==> src/rtl/adc7s_pkg.sv <==
`timescale 1ns / 1ps
package adc7s_pkg;

    localparam int ADC_BITS_DEF    = 10;
    localparam int NUM_W           = 16;
    localparam int OFF_W           = 8;
    localparam int CFG_W           = 16;
    // quotient bits resolved per divider stage
    localparam int STEPS_PER_STAGE = 2;
    localparam int DIV_STAGES      = NUM_W / STEPS_PER_STAGE;
    localparam int FRAMES          = 4;
    localparam int FRAME_IDX_W     = $clog2(FRAMES);
    localparam int VAL_W           = 7;
    localparam int DIGIT_W         = 4;
    localparam int MAX_SHOWN       = 99;

    localparam logic [NUM_W-1:0] SCALE_NUM_RST  = 16'd6144;
    localparam logic [OFF_W-1:0] RES_OFFSET_RST = 8'd10;

    localparam logic [7:0] DIGIT_SEL_LAST = 8'hFB;

    typedef enum logic [0:0] {
        CFG_SCALE_NUM  = 1'b0,
        CFG_RES_OFFSET = 1'b1
    } t_cfg_idx;

    // one byte per frame, frame 0 in the low byte
    typedef logic [FRAMES-1:0][7:0] t_pat_set;

    typedef struct packed {
        logic valid;
    } t_hs;

    function automatic logic [7:0] seg_normal(input logic [DIGIT_W-1:0] d);
        logic [7:0] p;
        case (d)
            4'd0:    p = 8'h3F;
            4'd1:    p = 8'h06;
            4'd2:    p = 8'h5B;
            4'd3:    p = 8'h4F;
            4'd4:    p = 8'h66;
            4'd5:    p = 8'h6D;
            4'd6:    p = 8'h7D;
            4'd7:    p = 8'h07;
            4'd8:    p = 8'h7F;
            4'd9:    p = 8'h6F;
            default: p = 8'h3F;
        endcase
        return p;
    endfunction

    // mirrored glyphs for the upside-down digit pair
    function automatic logic [7:0] seg_flipped(input logic [DIGIT_W-1:0] d);
        logic [7:0] p;
        case (d)
            4'd0:    p = 8'h3F;
            4'd1:    p = 8'h30;
            4'd2:    p = 8'h5B;
            4'd3:    p = 8'h79;
            4'd4:    p = 8'h74;
            4'd5:    p = 8'h6D;
            4'd6:    p = 8'h6F;
            4'd7:    p = 8'h3C;
            4'd8:    p = 8'h7F;
            4'd9:    p = 8'h7D;
            default: p = 8'h3F;
        endcase
        return p;
    endfunction

    function automatic logic [7:0] digit_enable(input logic [FRAME_IDX_W-1:0] k);
        logic [7:0] e;
        case (k)
            2'd0:    e = 8'hFE;
            2'd1:    e = 8'hFD;
            2'd2:    e = 8'hF7;
            2'd3:    e = DIGIT_SEL_LAST;
            default: e = 8'hFE;
        endcase
        return e;
    endfunction

endpackage

==> src/rtl/adc7s_div_stage.sv <==
`timescale 1ns / 1ps
module adc7s_div_stage #(
    parameter int ADC_BITS = adc7s_pkg::ADC_BITS_DEF
) (
    input  logic                        i_clk,
    input  logic                        i_rst_n,
    input  adc7s_pkg::t_hs              i_up,
    input  logic [ADC_BITS:0]           i_rem,
    input  logic [adc7s_pkg::NUM_W-1:0] i_acc,
    input  logic [ADC_BITS-1:0]         i_dvs,
    input  logic                        i_dn_ready,
    output logic                        o_ready,
    output logic                        o_valid,
    output logic [ADC_BITS:0]           o_rem,
    output logic [adc7s_pkg::NUM_W-1:0] o_acc,
    output logic [ADC_BITS-1:0]         o_dvs
);

    logic                        r_valid;
    logic [ADC_BITS:0]           r_rem;
    logic [adc7s_pkg::NUM_W-1:0] r_acc;
    logic [ADC_BITS-1:0]         r_dvs;
    logic [ADC_BITS:0]           n_rem;
    logic [adc7s_pkg::NUM_W-1:0] n_acc;

    assign o_ready = !r_valid || i_dn_ready;

    // restoring division: acc shifts the dividend out and the quotient in
    always_comb begin
        n_rem = i_rem;
        n_acc = i_acc;
        for (int s = 0; s < adc7s_pkg::STEPS_PER_STAGE; s++) begin
            n_rem = {n_rem[ADC_BITS-1:0], n_acc[adc7s_pkg::NUM_W-1]};
            n_acc = {n_acc[adc7s_pkg::NUM_W-2:0], 1'b0};
            if (n_rem >= {1'b0, i_dvs}) begin
                n_rem    = n_rem - {1'b0, i_dvs};
                n_acc[0] = 1'b1;
            end
        end
    end

    always_ff @(posedge i_clk) begin
        if (!i_rst_n) begin
            r_valid <= 1'b0;
        end else if (o_ready) begin
            r_valid <= i_up.valid;
        end
    end

    always_ff @(posedge i_clk) begin
        if (o_ready && i_up.valid) begin
            r_rem <= n_rem;
            r_acc <= n_acc;
            r_dvs <= i_dvs;
        end
    end

    assign o_valid = r_valid;
    assign o_rem   = r_rem;
    assign o_acc   = r_acc;
    assign o_dvs   = r_dvs;

endmodule

==> src/rtl/adc7s_digits.sv <==
`timescale 1ns / 1ps
module adc7s_digits #(
    parameter int ADC_BITS = adc7s_pkg::ADC_BITS_DEF
) (
    input  logic                        i_clk,
    input  logic                        i_rst_n,
    input  adc7s_pkg::t_hs              i_up,
    input  logic [adc7s_pkg::NUM_W-1:0] i_quot,
    input  logic [ADC_BITS-1:0]         i_dvs,
    input  logic [adc7s_pkg::OFF_W-1:0] i_offset,
    input  logic                        i_dn_ready,
    output logic                        o_ready,
    output logic                        o_valid,
    output adc7s_pkg::t_pat_set         o_pats
);

    localparam logic [adc7s_pkg::NUM_W-1:0] MAX_Q = adc7s_pkg::NUM_W'(adc7s_pkg::MAX_SHOWN);

    logic                          r_a_valid;
    logic [adc7s_pkg::VAL_W-1:0]   r_val;
    logic                          r_b_valid;
    adc7s_pkg::t_pat_set           r_pats;
    logic                          w_ready_b;
    logic [adc7s_pkg::VAL_W-1:0]   n_val;
    logic [adc7s_pkg::NUM_W-1:0]   w_diff;
    logic [14:0]                   w_prod;
    logic [adc7s_pkg::DIGIT_W-1:0] w_tens;
    logic [adc7s_pkg::VAL_W-1:0]   w_ones_full;
    logic [adc7s_pkg::DIGIT_W-1:0] w_ones;
    adc7s_pkg::t_pat_set           n_pats;

    assign w_ready_b = !r_b_valid || i_dn_ready;
    assign o_ready   = !r_a_valid || w_ready_b;

    // stage A: zero sample, offset and clamp to 0..99
    assign w_diff = i_quot - {{(adc7s_pkg::NUM_W-adc7s_pkg::OFF_W){1'b0}}, i_offset};
    always_comb begin
        if (i_dvs == '0 ||
            i_quot <= {{(adc7s_pkg::NUM_W-adc7s_pkg::OFF_W){1'b0}}, i_offset}) begin
            n_val = '0;
        end else if (w_diff > MAX_Q) begin
            n_val = adc7s_pkg::VAL_W'(adc7s_pkg::MAX_SHOWN);
        end else begin
            n_val = w_diff[adc7s_pkg::VAL_W-1:0];
        end
    end

    // stage B: tens = v*205 >> 11 is exact for v below 100
    assign w_prod      = {8'b0, r_val} * 15'd205;
    assign w_tens      = w_prod[14:11];
    assign w_ones_full = r_val - ({3'b0, w_tens} * 7'd10);
    assign w_ones      = w_ones_full[adc7s_pkg::DIGIT_W-1:0];

    always_comb begin
        n_pats[0] = adc7s_pkg::seg_normal(w_tens);
        n_pats[1] = adc7s_pkg::seg_normal(w_ones);
        n_pats[2] = adc7s_pkg::seg_flipped(w_tens);
        n_pats[3] = adc7s_pkg::seg_flipped(w_ones);
    end

    always_ff @(posedge i_clk) begin
        if (!i_rst_n) begin
            r_a_valid <= 1'b0;
            r_b_valid <= 1'b0;
        end else begin
            if (o_ready) begin
                r_a_valid <= i_up.valid;
            end
            if (w_ready_b) begin
                r_b_valid <= r_a_valid;
            end
        end
    end

    always_ff @(posedge i_clk) begin
        if (o_ready && i_up.valid) begin
            r_val <= n_val;
        end
        if (w_ready_b && r_a_valid) begin
            r_pats <= n_pats;
        end
    end

    assign o_valid = r_b_valid;
    assign o_pats  = r_pats;

endmodule

==> src/rtl/adc7s_frame_out.sv <==
`timescale 1ns / 1ps
module adc7s_frame_out (
    input  logic                i_clk,
    input  logic                i_rst_n,
    input  adc7s_pkg::t_hs      i_up,
    input  adc7s_pkg::t_pat_set i_pats,
    input  logic                i_stall,
    output logic                o_ready,
    output logic                o_valid,
    output logic [7:0]          o_digit_select,
    output logic [7:0]          o_segment_pattern,
    output logic                o_last_frame
);

    localparam logic [adc7s_pkg::FRAME_IDX_W-1:0] LAST_IDX =
        adc7s_pkg::FRAME_IDX_W'(adc7s_pkg::FRAMES - 1);

    logic                                r_busy;
    logic [adc7s_pkg::FRAME_IDX_W-1:0]   r_idx;
    adc7s_pkg::t_pat_set                 r_pats;
    logic                                w_take;
    logic                                w_load;

    assign w_take  = r_busy && !i_stall;
    assign o_ready = !r_busy || (w_take && r_idx == LAST_IDX);
    assign w_load  = o_ready && i_up.valid;

    always_ff @(posedge i_clk) begin
        if (!i_rst_n) begin
            r_busy <= 1'b0;
            r_idx  <= '0;
        end else if (w_load) begin
            r_busy <= 1'b1;
            r_idx  <= '0;
        end else if (w_take) begin
            r_busy <= (r_idx != LAST_IDX);
            r_idx  <= r_idx + 1'b1;
        end
    end

    always_ff @(posedge i_clk) begin
        if (w_load) begin
            r_pats <= i_pats;
        end
    end

    assign o_valid           = r_busy;
    assign o_digit_select    = adc7s_pkg::digit_enable(r_idx);
    assign o_segment_pattern = r_pats[r_idx];
    assign o_last_frame      = (r_idx == LAST_IDX);

endmodule

==> src/rtl/adc_to_seven_segment_frames.sv <==
`timescale 1ns / 1ps
// ADC sample to two-digit seven-segment display frames.
// Input channel: i_adc_valid / o_adc_stall carry one ADC_BITS-wide sample per beat.
// Output channel: o_frame_valid / i_frame_stall carry display frames; each sample
// yields four beats (digit select FE, FD, F7, FB) with o_last_frame on the fourth.
// Shown value: floor(scale_numerator / sample) - resistance_offset, clamped to
// 0..99; a zero sample shows 0.
// Config: i_cfg_we writes i_cfg_data into register i_cfg_index (0: numerator,
// 1: offset, low 8 bits); write only while no sample is in flight.
// The sample passes through 8 divider stages of two quotient bits each, a clamp
// stage and a digit/lookup stage on its way to the frame serializer.
// The single frame serializer sets the sample rate; it sends one frame per cycle
// while i_frame_stall is low, and up to 11 samples may be buffered in the pipeline.
// Reset (synchronous, active low) empties the pipeline and restores the
// registers to 6144 and 10.
// When i_frame_stall is high the current frame holds; the pipeline keeps
// filling its empty stages and raises o_adc_stall once it is full.
module adc_to_seven_segment_frames #(
    parameter int ADC_BITS = adc7s_pkg::ADC_BITS_DEF
) (
    input  logic                        i_clk,
    input  logic                        i_rst_n,
    input  logic                        i_adc_valid,
    output logic                        o_adc_stall,
    input  logic [ADC_BITS-1:0]         i_adc_sample,
    output logic                        o_frame_valid,
    input  logic                        i_frame_stall,
    output logic [7:0]                  o_digit_select,
    output logic [7:0]                  o_segment_pattern,
    output logic                        o_last_frame,
    input  logic                        i_cfg_we,
    input  adc7s_pkg::t_cfg_idx         i_cfg_index,
    input  logic [adc7s_pkg::CFG_W-1:0] i_cfg_data
);

    localparam int N = adc7s_pkg::DIV_STAGES;

    logic [adc7s_pkg::NUM_W-1:0] r_scale_num;
    logic [adc7s_pkg::OFF_W-1:0] r_res_offset;

    logic                        w_valid [0:N];
    logic                        w_ready [0:N];
    logic [ADC_BITS:0]           w_rem   [0:N];
    logic [adc7s_pkg::NUM_W-1:0] w_acc   [0:N];
    logic [ADC_BITS-1:0]         w_dvs   [0:N];

    logic                        w_dig_valid;
    logic                        w_out_ready;
    adc7s_pkg::t_pat_set         w_pats;
    adc7s_pkg::t_hs              w_dig_hs;
    adc7s_pkg::t_hs              w_out_hs;

    always_ff @(posedge i_clk) begin
        if (!i_rst_n) begin
            r_scale_num  <= adc7s_pkg::SCALE_NUM_RST;
            r_res_offset <= adc7s_pkg::RES_OFFSET_RST;
        end else if (i_cfg_we) begin
            case (i_cfg_index)
                adc7s_pkg::CFG_SCALE_NUM:  r_scale_num  <= i_cfg_data[adc7s_pkg::NUM_W-1:0];
                adc7s_pkg::CFG_RES_OFFSET: r_res_offset <= i_cfg_data[adc7s_pkg::OFF_W-1:0];
                default: ;
            endcase
        end
    end

    assign w_valid[0] = i_adc_valid;
    assign w_rem[0]   = '0;
    assign w_acc[0]   = r_scale_num;
    assign w_dvs[0]   = i_adc_sample;
    assign o_adc_stall = !w_ready[0];

    genvar k;
    generate
        for (k = 0; k < N; k++) begin : g_div
            adc7s_pkg::t_hs w_hs;
            assign w_hs.valid = w_valid[k];
            adc7s_div_stage #(
                .ADC_BITS (ADC_BITS)
            ) u_stage (
                .i_clk      (i_clk),
                .i_rst_n    (i_rst_n),
                .i_up       (w_hs),
                .i_rem      (w_rem[k]),
                .i_acc      (w_acc[k]),
                .i_dvs      (w_dvs[k]),
                .i_dn_ready (w_ready[k+1]),
                .o_ready    (w_ready[k]),
                .o_valid    (w_valid[k+1]),
                .o_rem      (w_rem[k+1]),
                .o_acc      (w_acc[k+1]),
                .o_dvs      (w_dvs[k+1])
            );
        end
    endgenerate

    assign w_dig_hs.valid = w_valid[N];

    adc7s_digits #(
        .ADC_BITS (ADC_BITS)
    ) u_digits (
        .i_clk      (i_clk),
        .i_rst_n    (i_rst_n),
        .i_up       (w_dig_hs),
        .i_quot     (w_acc[N]),
        .i_dvs      (w_dvs[N]),
        .i_offset   (r_res_offset),
        .i_dn_ready (w_out_ready),
        .o_ready    (w_ready[N]),
        .o_valid    (w_dig_valid),
        .o_pats     (w_pats)
    );

    assign w_out_hs.valid = w_dig_valid;

    adc7s_frame_out u_frame_out (
        .i_clk             (i_clk),
        .i_rst_n           (i_rst_n),
        .i_up              (w_out_hs),
        .i_pats            (w_pats),
        .i_stall           (i_frame_stall),
        .o_ready           (w_out_ready),
        .o_valid           (o_frame_valid),
        .o_digit_select    (o_digit_select),
        .o_segment_pattern (o_segment_pattern),
        .o_last_frame      (o_last_frame)
    );

`ifndef ASSERT_OFF
    a_reset_empty: assert property (@(posedge i_clk)
        !i_rst_n |=> !o_frame_valid)
        else $error("frame valid right after reset");

    a_run_unbroken: assert property (@(posedge i_clk) disable iff (!i_rst_n)
        o_frame_valid && !i_frame_stall && !o_last_frame |=> o_frame_valid)
        else $error("frame run broken before its last frame");

    a_last_digit: assert property (@(posedge i_clk) disable iff (!i_rst_n)
        o_frame_valid && o_last_frame |-> o_digit_select == adc7s_pkg::DIGIT_SEL_LAST)
        else $error("last frame not on the final digit");

    a_seg_nonblank: assert property (@(posedge i_clk) disable iff (!i_rst_n)
        o_frame_valid |-> o_segment_pattern != 8'h00)
        else $error("blank segment pattern");
`endif

endmodule
==> config.mk <==
export PLATFORM = sky130hd
export DESIGN_NAME = adc_to_seven_segment_frames
export DESIGN_NICKNAME = d
export VERILOG_FILES = /design/src/rtl/adc7s_pkg.sv /design/src/rtl/adc7s_div_stage.sv /design/src/rtl/adc7s_digits.sv /design/src/rtl/adc7s_frame_out.sv /design/src/rtl/adc_to_seven_segment_frames.sv
export SDC_FILE = /design/constraint.sdc
export NUM_CORES = 1
export LEC_CHECK = 0
export BUFFER_PORTS_ARGS = -buffer_cell sky130_fd_sc_hd__buf_2
export CORE_MARGIN = 5
export CORE_UTILIZATION = 45
export DETAILED_ROUTE_END_ITERATION = 8
export PLACE_DENSITY_LB_ADDON = 0.05
export SLEW_MARGIN = 10
export SYNTH_ARGS = -nofsm -noshare
export SYNTH_HDL_FRONTEND = slang
export SYNTH_SLANG_ARGS = --single-unit
==> constraint.sdc <==
create_clock -name i_clk -period 7.9 [get_ports i_clk]
set_clock_uncertainty 0.15 [all_clocks]
set_input_delay 2.37 -clock i_clk [delete_from_list [all_inputs] [get_ports i_clk]]
set_output_delay 2.37 -clock i_clk [all_outputs]
set_load 0.01 [all_outputs]
Word level (Yosys, flattened, before mapping). Memory sizes are Yosys's and may differ from the RTL's. A register that Yosys moved wholly into a read port is not among the register bits. Index checks and enable logic that the tools add are counted. W data, S select, Z words.

Bits in registers: 386. ROM bits: 448. Input port bits: 32. Output and inout port bits: 19. Word-level logic and storage cells: 178. Memories kept: 4.

$add $sub $neg: 18. Multiply operators: 2. $lt $le $gt $ge: 19. Equality and inequality tests: 4. Multiplexer cells: 37. Bitwise gates (word level): 2. Reductions and logical operators: 45.

Memory list: (name not given) (depth 16, width 7, rd ports 1, clocked after memory_dff 1, wr ports 0, RTL line adc7s_pkg.sv:36) `case (d)`; (name not given) (depth 16, width 7, rd ports 1, clocked after memory_dff 1, wr ports 0, RTL line adc7s_pkg.sv:36); (name not given) (depth 16, width 7, rd ports 1, clocked after memory_dff 1, wr ports 0, RTL line adc7s_pkg.sv:55) `case (d)`; (name not given) (depth 16, width 7, rd ports 1, clocked after memory_dff 1, wr ports 0, RTL line adc7s_pkg.sv:55).

Operators with widths (number): $ge A11 B10 Y1 (15); $mux W10 (15); $sub A10 B10 Y10 (14); $pmux W8 S4 (1); $mux W1 (18); $bmux W8 S2 (1); $gt A16 B7 Y1 const B (1); $le A16 B8 Y1 (1); $sub A16 B8 Y16 (1); $mul A7 B8 Y15 const B (1); $logic_and A1 B1 Y1 (13); $logic_not A1 Y1 (13); $logic_or A1 B1 Y1 (12); $ge A1 B10 Y1 (1); $logic_not A10 Y1 (1); $sub A1 B10 Y10 (1); $mux W8 (1); $mux W7 (1); $eq A2 B2 Y1 const B (2); $mul A4 B3 Y3 const B (1); $reduce_and A2 Y1 (2); $reduce_or A2 Y1 (2); $sub A4 B4 Y4 (1); $lt A2 B3 Y1 const B (1); 6 further kinds (7).

Longest topological paths before layout.
Depth in word-level cells: 15. Gate-level depth with buffers: 21.

Modules after synthesis. From an unflattened synthesis, not the netlist that was laid out.

Cell total of the unflattened synthesis: 2152. Area total of the unflattened synthesis: 24718.7 µm².

By module, submodules not included: adc7s_div_stage at g_div[3].u_stage ... (times used 5, cells an instance 203, area an instance 2402.3 µm², sequential area each 1131.1 µm²); adc7s_div_stage at g_div[1].u_stage ... (times used 2, cells an instance 227, area an instance 2514.9 µm², sequential area each 1131.1 µm²); adc7s_digits (times used 1, cells an instance 314, area an instance 2950.3 µm², sequential area each 730.7 µm²); adc7s_div_stage at g_div[0].u_stage (times used 1, cells an instance 195, area an instance 2352.3 µm², sequential area each 1131.1 µm²); adc7s_frame_out (times used 1, cells an instance 73, area an instance 1410.1 µm², sequential area each 1021.0 µm²); adc_to_seven_segment_frames (times used 1, cells an instance 101, area an instance 964.7 µm², sequential area each 480.5 µm²).

Least setup slack after synthesis. No wires, ideal clock.

Kind: input port to flip-flop. Start point: input port i_frame_stall. End point: register g_div[2].u_stage.r_acc (netlist bit g_div[2].u_stage.o_acc[0]) (enable). Data arrival time: 5.872 ns. Data required time: 7.265 ns. Path slack: 1.393 ns. Stages: 6. Buffers on the path: 0. Path through: inv_1 > a21boi_1 > and4_1 > and3_1 > and3_1 > a21boi_0.

Word-level cells in the longest chain between the ends: 13.

RTL lines: start: declaration (RTL line adc_to_seven_segment_frames.sv:27) `input logic i_frame_stall,`; $logic_not A1 Y1 (RTL line adc7s_frame_out.sv:24) `assign w_take = r_busy && !i_stall;`; $logic_and A1 B1 Y1 (RTL line adc7s_frame_out.sv:24); $logic_and A1 B1 Y1 (RTL line adc7s_frame_out.sv:25) `assign o_ready = !r_busy || (w_take && r_idx == LAST_IDX);`; $logic_or A1 B1 Y1 (RTL line adc7s_frame_out.sv:25); $logic_or A1 B1 Y1 (RTL line adc7s_digits.sv:32) `assign w_ready_b = !r_b_valid || i_dn_ready;`; $logic_or A1 B1 Y1 (RTL line adc7s_digits.sv:33) `assign o_ready = !r_a_valid || w_ready_b;`; $logic_or A1 B1 Y1 (6 in a row) (RTL line adc7s_div_stage.sv:26) `assign o_ready = !r_valid || i_dn_ready;`; $logic_and A1 B1 Y1 (RTL line adc7s_div_stage.sv:51) `if (o_ready && i_up.valid) begin`; end signal: assignment (RTL line adc7s_div_stage.sv:53) `r_acc <= n_acc;`; end: declaration (RTL line adc7s_div_stage.sv:21) `logic [adc7s_pkg::NUM_W-1:0] r_acc;`.

No other way between the ends. A chain may end at the register's enable or synchronous reset.

Final worst setup path.
Start point: input port i_frame_stall. End point: output port o_adc_stall.

Word-level cells in the longest chain between the ends: 15.

RTL lines: $logic_not A1 Y1 (RTL line adc7s_frame_out.sv:24); $logic_and A1 B1 Y1 (RTL line adc7s_frame_out.sv:24); $logic_and A1 B1 Y1 (RTL line adc7s_frame_out.sv:25); $logic_or A1 B1 Y1 (RTL line adc7s_frame_out.sv:25); $logic_or A1 B1 Y1 (RTL line adc7s_digits.sv:32); $logic_or A1 B1 Y1 (RTL line adc7s_digits.sv:33); $logic_or A1 B1 Y1 (8 in a row) (RTL line adc7s_div_stage.sv:26); $logic_not A1 Y1 (RTL line adc_to_seven_segment_frames.sv:70) `assign o_adc_stall = !w_ready[0];`; end: declaration (RTL line adc_to_seven_segment_frames.sv:24) `output logic o_adc_stall,`.

No other way between the ends.

==> results.md <==
- STA classifies the critical path endpoint as an output pin.
- The number of setup buffers added after CTS is 0.
- In this run the register-to-register setup slack is 2.20 ns.
- After floorplanning, the core was divided into ~80 placement rows.
- The ratio of total power to cell area is 208 nW/um^2.
- Across the whole layout, storage elements account for between 10000 and 15000 um^2.
- The cell type with the largest total area after synthesis is sky130_fd_sc_hd__edfxtp_1.
- TritonCTS built the clock tree.
- The starting DRC count in detailed routing is around 670.
- Clock-pin slew was measured on the worst setup and hold paths at 0.06 ns.
- At the pin with the least slew margin, the transition time is 1.12 ns.
- In the global route stage, overall resource usage came out at 17.4%.
- By startpoint and endpoint, the worst setup path is classified as in -> out.
- The critical-path maximum fanout is 6.
- The die covers a little over 50000 um^2.
- The number of enable flip-flop cells after synthesis is around 320.
- The fraction of synthesis flops using an asynchronous set or reset pin is 0%.
- In this run the critical register-to-register path is captured at g_div[5].u_stage.o_rem[2].
- The starting utilization of the core area is 45.4%.
- The root buffer selected by CTS is sky130_fd_sc_hd__clkbuf_16.
- For this run, the top clock speed supported by timing is 138 MHz.
- At the worst endpoint, the arrival time is 4.74 ns.
- After detailed routing, the average wire length per cell comes to 17.2 um.
- Setup repair after global routing left no endpoint under its margin.
- The count of max-cap constraint violations is 0.
- For this run, the register share of the synthesized area comes to 48.7%.
- The number of gates resized after CTS was 0.
- Routability-driven placement finished with a final weighted congestion of 0.861.
- The unique cell type count in the Yosys netlist is 80.
- In this run the count of I/O pins placed on the die edge is 51.
- The run finished with clean final reports.
- The cell area that synthesis handed to floorplanning was 21100 um^2.
- The smallest hold slack is 0.261 ns.
- The combined area of the multi-input logic cells is ~10000 um^2.
- The H-tree level count is 2.
- Counting every sink on the clock net gives 354.
- The library cell contributing the largest single delay on the critical path is sky130_fd_sc_hd__and3_1.
- The detail route stage leaves a number of antenna-violating nets equal to 0.
- The area of the core region is 46500 um^2.
- Wires add up to about 44000 um.
- Before antenna repair, the detailed router went through 5 iterations.
- For the worst-skew pair, the clock arrives at the later sink with an insertion delay of 0.56 ns.
- By area the synthesized netlist is led by sky130_fd_sc_hd__edfxtp_1, sky130_fd_sc_hd__ha_1, sky130_fd_sc_hd__dfxtp_1, sky130_fd_sc_hd__inv_1, sky130_fd_sc_hd__xnor2_1.
- The floorplan step set the die width to 226 um.
- The commonest non-fill, non-tap cell in the layout is sky130_fd_sc_hd__edfxtp_1.
- The post-synthesis sequential element count is 354.
- The critical path ends at o_adc_stall.
- Summing over every cut layer, the via total after detailed routing is roughly 14000.
- The startpoint of the worst-slack reg-to-reg timing path is g_div[4].u_stage.o_dvs[1].
- The mean cell area of the mapped netlist is 11.4 um^2.
- The top cell types in the final layout, fill and taps aside, are sky130_fd_sc_hd__edfxtp_1, sky130_fd_sc_hd__ha_1, sky130_fd_sc_hd__inv_1.
- The post-layout net count is 2178.
- For the worst setup path, the data required time is ~5.4 ns.
- The die is 226 um tall.
- STA classifies the critical path startpoint as an input pin.
- The setup TNS is 0 ns.
- Summed over all cells, the static leakage comes to between 9 and 10 nW.
- At the placement stage, the worst setup path has a slack of between 0.6 and 0.7 ns.
- The clock passes through at most 3 buffers.
- The hold-fix buffer count after cts is 0.
- The growth of design area from synthesis to finish is 10.9%.
- The first-pass GRT wire length is 71400 um.
- The initial antenna violation count is 0.
- The number of cells on the worst reg-to-reg path is 19.
- The critical path starts at i_frame_stall.
- In this run the tightest slew margin relative to its limit is ~25%.
- The fraction of final layout cells sized beyond drive strength 1 is 10.6%.
- The number of CTS-inserted buffers is 41.
- The worst vdd rail ir drop is 0.000144 V.
- The final worst-path setup slack is 0.642 ns.
- The synthesized instance count is 1846.
- After detailed routing, the number of vias per cell comes to ~5.3.
- The total overflow left after global routing is 0.
- The number of fillers in the final layout is 4202.
- For this run, the share of the core covered by cells in the final layout is roughly 50%.
- The number of hold violations in the final report was 0.
- The via count of the first global-routing pass is 13800.
- Traced cell by cell, the critical path runs through buf_2 > inv_1 > a21boi_1 > buf_4 > and4_1 > and3_1 > and3_1 > and3_1 > and2_1 > buf_2.
- During placement, the flow inserted port buffers numbering 45.
- For this run, design rule violations remaining after detail routing come to 0.
- The pin count of the biggest net entering global routing is 37.
- Among all flip-flop cells after synthesis, the most frequent one is sky130_fd_sc_hd__edfxtp_1.
- Yosys printed 0 warnings.
- Setup violations remaining at the end of the flow were counted as 0.
- The worst min-delay path class is reg -> reg.
- The area share of the largest cell type after synthesis is 45.2%.
- Summed over all nets, the half-perimeter wirelength after detailed placement is 34400 um.
- For the finished layout, the period the worst path requires is a little over 7 ns.
- The critical path's most frequent cell is sky130_fd_sc_hd__and3_1.
- The count of pins over their slew limit was 0.
- On the worst path, the slowest cell contributes a delay of 0.50 ns.
- After layout, the worst path uses 91.9% of the clock period.
==> logic make-up after synthesis <==
group	synth area share [%]
buffers and inverters	4.13
other	0.0356
XOR/XNOR	4.48
AO/OA/AOI/OAI	11.9
adder cells (fa/ha/maj)	14.5
AND/OR/NAND/NOR	11.0
flip-flops	48.7
multiplexers	5.26
==> layer usage <==
metal | routed length, um | vias up | track usage [%] | part of all wire, %
met5 | 0 | - | 0 | 0
met4 | 1340 | 0 | 5.53 | 3.0
met3 | 1340 | 73 | 3.09 | 3.0
met2 | 22900 | 160 | 32.3 | 52
met1 | 18500 | 6498 | 20.5 | 42
li1 | - | 6872 | - | -
==> sequential cells by signal, indices dropped and copies added, names as in the netlist, 2 cells and up <==
name                   flops
g_div.u_stage.o_rem       70
r_scale_num               16
g_div.u_stage.o_valid      8
u_digits.r_val             7
u_digits.o_pats           16
u_frame_out.r_pats        16
g_div.u_stage.o_dvs       80
g_div.u_stage.o_acc      128
r_res_offset               8
u_frame_out.r_idx          2
==> cells in the mapped netlist (all sizes together), types with 32 or more instances <==
master / instances
a21o: 32
nor2: 98
nor2b: 52
ha: 206
nand2: 139
xnor2: 78
dfxtp: 37
a21oi: 103
o21ai: 93
mux2: 66
edfxtp: 317
inv: 186
==> power by group <==
group	switching (mW)	internal [mW]	total [mW]
Combinational	0.472	0.402	0.874
Clock	0.756	1.07	1.82
Sequential	0.0340	2.12	2.16
==> area by class of cell <==
class | instances | share of cell area [%]
antenna | 1 | 0.0107
multi-input combinational | 1276 | 42.9
clock inverter | 24 | 0.931
clock buffer | 50 | 4.71
timing repair buffer | 57 | 1.35
inverter | 186 | 2.99
tap | 607 | 3.25
sequential | 354 | 43.9
==> metrics by stage <==
step,area (um^2),power (mW),instances
finish,23400,4.85,2555
global route,23400,5.10,2554
CTS,23400,4.92,2554
detailed placement,22100,3.07,2480
global placement,22100,3.07,2480
floorplan,21100,2.87,1849
==> how the worst min path moves through the flow <==
stage / from / end / cells after the start
after global placement: g_div[6].u_stage.o_acc[2] / g_div[7].u_stage.o_acc[4] / 0
after detailed placement: g_div[2].u_stage.o_acc[10] / g_div[3].u_stage.o_acc[12] / 0
after CTS: g_div[5].u_stage.o_acc[0] / g_div[6].u_stage.o_acc[2] / 0
final: g_div[5].u_stage.o_acc[0] / g_div[6].u_stage.o_acc[2] / 0
after global routing: g_div[6].u_stage.o_acc[8] / g_div[7].u_stage.o_acc[10] / 0
after floorplan: g_div[0].u_stage.o_acc[8] / g_div[1].u_stage.o_acc[10] / 0
==> critical path: cells and delay by family <==
family	cells	cell delay, ns
AOI/OAI and AO/OA	1	0.11
buffers and inverters	4	0.43
and+or+nand+nor	5	1.81
Note: power is estimated with default switching activity, not from simulation.
